`src/hw/rtl/hpd_pkg.sv`:
```
// Package with shared constants, types and codes for the heading PID drive block.
`timescale 1ns / 1ps

package hpd_pkg;

    localparam int SUM_BITS = 32;
    // PID numerator width: the integral product plus headroom for the P and D terms.
    localparam int ACC_BITS = (SUM_BITS + 18 > 50) ? SUM_BITS + 18 : 50;
    localparam int DIV_BITS = 24;
    localparam longint PID_DEN  = 2560000;
    localparam int PID_SAT  = 4096;
    localparam int COMP_ONE = 4096;

    // Battery code times 880 over 273 equals code times 13200 over 4095.
    localparam logic [21:0] MV_SCALE = 22'd880;
    localparam logic [23:0] MV_RECIP = 24'd15732481;  // ceil(2^32 / 273)

    // Compensation window (6.0 V to 8.4 V) expressed on the code times 880.
    localparam logic [21:0] COMP_LO = 22'd1638000;
    localparam logic [21:0] COMP_HI = 22'd2293200;

    // floor(8400 * 4095 * 4096 / 13200); dividing it by the code gives the factor.
    localparam logic [DIV_BITS-1:0] COMP_NUM = DIV_BITS'(10673803);

    // PID quotient: 2560000 is 4096 * 625, so shift by 12 and take the reciprocal of 625.
    localparam logic [33:0] PID_SAT_MAG = 34'd10485760000;  // 4096 * 2560000
    localparam logic [22:0] PID_RECIP   = 23'd6871948;      // ceil(2^32 / 625)

    // Configuration register indexes.
    localparam logic [2:0] REG_RUN_ENABLE = 3'd0;
    localparam logic [2:0] REG_TARGET     = 3'd1;
    localparam logic [2:0] REG_GAIN_P     = 3'd2;
    localparam logic [2:0] REG_GAIN_I     = 3'd3;
    localparam logic [2:0] REG_GAIN_D     = 3'd4;
    localparam logic [2:0] REG_SPEED_LIM  = 3'd5;
    localparam logic [2:0] REG_CRUISE     = 3'd6;

    // Datapath operations, one per controller state.
    typedef enum logic [3:0] {
        OP_NONE,
        OP_LOAD,
        OP_MV,
        OP_SUM,
        OP_MUL_P,
        OP_MUL_I,
        OP_MUL_D,
        OP_PID_MAG,
        OP_PID_Q,
        OP_MIX,
        OP_COMP,
        OP_MUL_L,
        OP_MUL_R,
        OP_CLAMP
    } t_op;

    typedef enum logic [3:0] {
        S_IDLE,
        S_MV,
        S_SUM,
        S_MUL_P,
        S_MUL_I,
        S_MUL_D,
        S_PID_MAG,
        S_PID_Q,
        S_MIX,
        S_COMP_WAIT,
        S_MUL_L,
        S_MUL_R,
        S_CLAMP,
        S_OUT
    } t_state;

    typedef struct packed {
        t_op  op;
        logic div_start;
    } t_cmd;

    typedef struct packed {
        logic div_done;
    } t_status;

endpackage

```
`src/hw/rtl/hpd_ctrl.sv`:
```
// Controller state machine sequencing one tick through the datapath.
`timescale 1ns / 1ps

module hpd_ctrl (
    input  logic             i_clk,
    input  logic             i_rst_n,
    input  logic             i_valid,
    input  logic             i_stall,
    input  logic             i_run_enable,
    input  hpd_pkg::t_status i_status,
    output hpd_pkg::t_cmd    o_cmd,
    output logic             o_in_stall,
    output logic             o_valid
);
    hpd_pkg::t_state r_state, n_state;

    always_ff @(posedge i_clk) begin
        if (!i_rst_n) r_state <= hpd_pkg::S_IDLE;
        else          r_state <= n_state;
    end

    // Next state.
    always_comb begin
        n_state = r_state;
        unique case (r_state)
            hpd_pkg::S_IDLE:      if (i_valid && i_run_enable) n_state = hpd_pkg::S_MV;
            hpd_pkg::S_MV:        n_state = hpd_pkg::S_SUM;
            hpd_pkg::S_SUM:       n_state = hpd_pkg::S_MUL_P;
            hpd_pkg::S_MUL_P:     n_state = hpd_pkg::S_MUL_I;
            hpd_pkg::S_MUL_I:     n_state = hpd_pkg::S_MUL_D;
            hpd_pkg::S_MUL_D:     n_state = hpd_pkg::S_PID_MAG;
            hpd_pkg::S_PID_MAG:   n_state = hpd_pkg::S_PID_Q;
            hpd_pkg::S_PID_Q:     n_state = hpd_pkg::S_MIX;
            hpd_pkg::S_MIX:       n_state = hpd_pkg::S_COMP_WAIT;
            hpd_pkg::S_COMP_WAIT: if (i_status.div_done) n_state = hpd_pkg::S_MUL_L;
            hpd_pkg::S_MUL_L:     n_state = hpd_pkg::S_MUL_R;
            hpd_pkg::S_MUL_R:     n_state = hpd_pkg::S_CLAMP;
            hpd_pkg::S_CLAMP:     n_state = hpd_pkg::S_OUT;
            hpd_pkg::S_OUT:       if (!i_stall) n_state = hpd_pkg::S_IDLE;
            default:              n_state = hpd_pkg::S_IDLE;
        endcase
    end

    // Commands per state.
    always_comb begin
        o_cmd.op        = hpd_pkg::OP_NONE;
        o_cmd.div_start = 1'b0;
        o_in_stall      = 1'b1;
        o_valid         = 1'b0;
        unique case (r_state)
            hpd_pkg::S_IDLE: begin
                o_in_stall = 1'b0;
                if (i_valid && i_run_enable) o_cmd.op = hpd_pkg::OP_LOAD;
            end
            hpd_pkg::S_MV: begin
                o_cmd.op = hpd_pkg::OP_MV;
                o_cmd.div_start = 1'b1;
            end
            hpd_pkg::S_SUM:       o_cmd.op = hpd_pkg::OP_SUM;
            hpd_pkg::S_MUL_P:     o_cmd.op = hpd_pkg::OP_MUL_P;
            hpd_pkg::S_MUL_I:     o_cmd.op = hpd_pkg::OP_MUL_I;
            hpd_pkg::S_MUL_D:     o_cmd.op = hpd_pkg::OP_MUL_D;
            hpd_pkg::S_PID_MAG:   o_cmd.op = hpd_pkg::OP_PID_MAG;
            hpd_pkg::S_PID_Q:     o_cmd.op = hpd_pkg::OP_PID_Q;
            hpd_pkg::S_MIX:       o_cmd.op = hpd_pkg::OP_MIX;
            hpd_pkg::S_COMP_WAIT: o_cmd.op = hpd_pkg::OP_COMP;
            hpd_pkg::S_MUL_L:     o_cmd.op = hpd_pkg::OP_MUL_L;
            hpd_pkg::S_MUL_R:     o_cmd.op = hpd_pkg::OP_MUL_R;
            hpd_pkg::S_CLAMP:     o_cmd.op = hpd_pkg::OP_CLAMP;
            hpd_pkg::S_OUT:       o_valid = 1'b1;
            default: ;
        endcase
    end
endmodule

```
`config.mk`:
```
export PLATFORM = sky130hd
export DESIGN_NAME = hpd_ctrl
export DESIGN_NICKNAME = d
export VERILOG_FILES = /design/src/hw/rtl/hpd_pkg.sv /design/src/hw/rtl/hpd_ctrl.sv
export SDC_FILE = /design/constraint.sdc
export NUM_CORES = 1
export LEC_CHECK = 0
export BUFFER_PORTS_ARGS = -buffer_cell sky130_fd_sc_hd__buf_4
export CAP_MARGIN = 5
export CORE_AREA = 2 2 39 41
export DETAILED_ROUTE_END_ITERATION = 16
export DIE_AREA = 0 0 41 43
export GPL_TIMING_DRIVEN = 0
export MAX_ROUTING_LAYER = met4
export PLACE_DENSITY_LB_ADDON = 0.2
export SLEW_MARGIN = 25
export SYNTH_ARGS = -nofsm -noshare
export SYNTH_HDL_FRONTEND = slang
export SYNTH_SLANG_ARGS = --single-unit
```
`constraint.sdc`:
```
create_clock -name i_clk -period 2.9 [get_ports i_clk]
set_input_delay 0.145 -clock i_clk [delete_from_list [all_inputs] [get_ports i_clk]]
set_output_delay 0.145 -clock i_clk [all_outputs]
set_load 0.1 [all_outputs]
```
==> reports/results.tsv <==
metric	value	unit
Critical R2R Capture	r_state[1]$_SDFFE_PN0P_	
Root Buffer Master	clkbuf_4	
register area	80.08	um^2
DPL Wire Length	619.8	um
Post-Syn Area per Cell	7.380	um^2
vias per cell	4.975	
Worst-Skew Late Latency	0.24	ns
H-tree Lvls	1	
Yosys top cell by area	dfxtp_1	
worst r2r src	r_state[3]$_SDFFE_PN0P_	
final setup margin	1.030	ns
final net count	72	
1st-pass router iterations	4	
Place WS	1.283	ns
Max-Cap Viols	0	
Die Y	43	um
Syn. warnings	0	
Netlist cell types	26	
Hold Startpoint	i_rst_n	
CTS Sinks	4	
Synth Register Bits	4	
Post-synth EDFFs	0	
synthesized area	361.6	um^2
Max clock buf depth	2	
GPL Wtd Cong	0.7428	
Worst Path Required	2.76	ns
DR WL/cell	11.44	um
placed cell count	77	
initial antenna violation count	0	
Mapped Cells	49	
Switching Share	42.70	%
RSZ-0062 raised after global routing	false	
flop-to-flop setup slack	1.53	ns
number of global-route vias before repair	299	
Critical Path End Type	output port	
first-pass GRT wire length	1331	um
P_int	0.0001335	W
Layout area overhead	38.41	%
Hold Fails Final Rpt	0	
worst hold slack	0.1824	ns
status	completed	
IO buf count	12	
fin cells	80	
Comb pwr share	43.8	%
Worst-Margin Slew	0.4204	ns
initial DRC count	7	
worst hold path class	in2reg	
LEAKAGE	0.2048	nW
grt total ovfl	0	
row cnt	14	
PwrDens	465.6	nW/um^2
Post-CTS Hold Buffers	0	
largest net degree at the start of global routing	11	
final worst-path cycle share	64.47	%
Max Fclk	0.5349	GHz
setup bufs post-CTS	0	
Clock power frac	30.2	%
Slew HR	71.97	%
Post-synth top flop	dfxtp_1	
Tot GR Track Use	11.29	%
Largest regs	r_state: 4 flops	
Final min period	1.870	ns
top cells by count, synth	nand2_1, o21ai_0, a21oi_1, dfxtp_1	
fill cell count	146	
Slew Limit Fails	0	
Setup Skew	0.005954	ns
die area	1763	um^2
Reg power frac	26.0	%
worst r2r path cells	3	
CTS resizes	0	
WHS Endpoint	r_state[2]$_SDFFE_PN0P_	
sw power	0.00009951	W
# diodes	0	
DIE WIDTH	41	um
ys async rst share	0	%
CTS tree	built	
Detail Route Antenna Nets	0	
Setup Viol. Count Final	0	
synth top area cells	dfxtp_1, o21ai_0, buf_4, nand2_1, a21oi_1	
area of the multi-input gates	237.7	um^2
Reg clk slew, reported paths	0.04	ns
most flop-heavy register	r_state	
fraction of layout instances using a drive strength above 1	35.94	%
Hold Crit Depth	3	
Worst Path Arrival	1.72	ns
Initial Utilization	26.13	%
CTS buffer count	3	
DRC errors left	0	
top cell type's share of synthesized area	22.15	%
Crit Path Max Fanout	10	
Final Util	36.17	%
critical path class	reg2out	
core area	1384	um^2
peak supply drop	0.2144	mV
register area share after synthesis	22.15	%
DR vias	398	
max reg flops	4	
Setup crit start kind	register	
Syn Nets	55	
final WL	915	um
num ports	13	
Setup TNS	0	ns
placed cells by master (no fill, tap or decap), types with 2 or more instances in the layout:
master | synthesis | layout
nor2_1 | 2 | 2
a21oi_1 | 4 | 4
nand2b_1 | 3 | 3
dfxtp_1 | 4 | 4
nand2_1 | 6 | 6
buf_4 | 3 | 15
o21ai_0 | 6 | 6
clkbuf_4 | 0 | 3
clkbuf_1 | 3 | 3
power groups by stage:
stage / Sequential (W) / Combinational [W] / Clock (W)
4_1_cts: 0.0000605 / 0.000102 / 0.0000729
5_1_grt: 0.0000612 / 0.000107 / 0.0000763
2_1_floorplan: 0.0000607 / 0.0000820 / 0
3_5_place_dp: 0.0000614 / 0.000102 / 0
6_report: 0.0000606 / 0.000102 / 0.0000705
3_3_place_gp: 0.0000614 / 0.000102 / 0
worst max-delay path by stage:
stage                       startpoint  endpoint  slack [ns]  cells after the start
3_5_place_dp   r_state[2]$_SDFFE_PN0P_  o_cmd[4]        1.28                      5
4_1_cts        r_state[2]$_SDFFE_PN0P_  o_cmd[4]        1.02                      5
5_1_grt        r_state[0]$_SDFFE_PN0P_  o_cmd[4]        0.91                      5
6_report       r_state[2]$_SDFFE_PN0P_  o_cmd[4]        1.03                      5
2_1_floorplan  r_state[0]$_SDFFE_PN0P_  o_cmd[0]        0.35                      2
3_3_place_gp   r_state[2]$_SDFFE_PN0P_  o_cmd[4]        1.28                      5
layout make-up:
class / count / share of cell area, %
tap: 16 / 4.000
timing repair buffer: 12 / 18.00
buffer: 8 / 10.00
multi-input combinational: 37 / 47.50
clock buffer: 3 / 4.500
sequential: 4 / 16.00
stage by stage:
step                total power [W]  instance area, um^2
finish                    0.0002330                500.5
floorplan                 0.0001427                367.9
CTS                       0.0002356                500.5
global route              0.0002445                500.5
detailed placement        0.0001635                478.0
global placement          0.0001632                478.0
critical path, cell delays in order (launching register included):
cell and delay, ns:
dfxtp_1 0.47, clkbuf_1 0.35, nand4b_1 0.19, nand2_1 0.11
buf_4 0.10, buf_4 0.27
cell families (layout without fill, tap and decap cells):
family                    count (synthesis)  in the layout  share of synthesized area (%)
AOI/OAI and AO/OA                        18             18                          32.53
DFF                                       4              4                          22.15
and+or+nand+nor                          18             18                          29.07
buffers and inverters                     8             23                          13.84
xor gates and xnor gates                  1              1                          2.423
routing by layer:
metal	vias to the layer above	track usage [%]	routed length, um
met2	10	14.37	409
met5	-	-	0
met4	0	2.000	0
met3	0	6.283	51
met1	182	15.65	454
li1	206	-	-
Note: power is estimated with default switching activity, not from simulation.
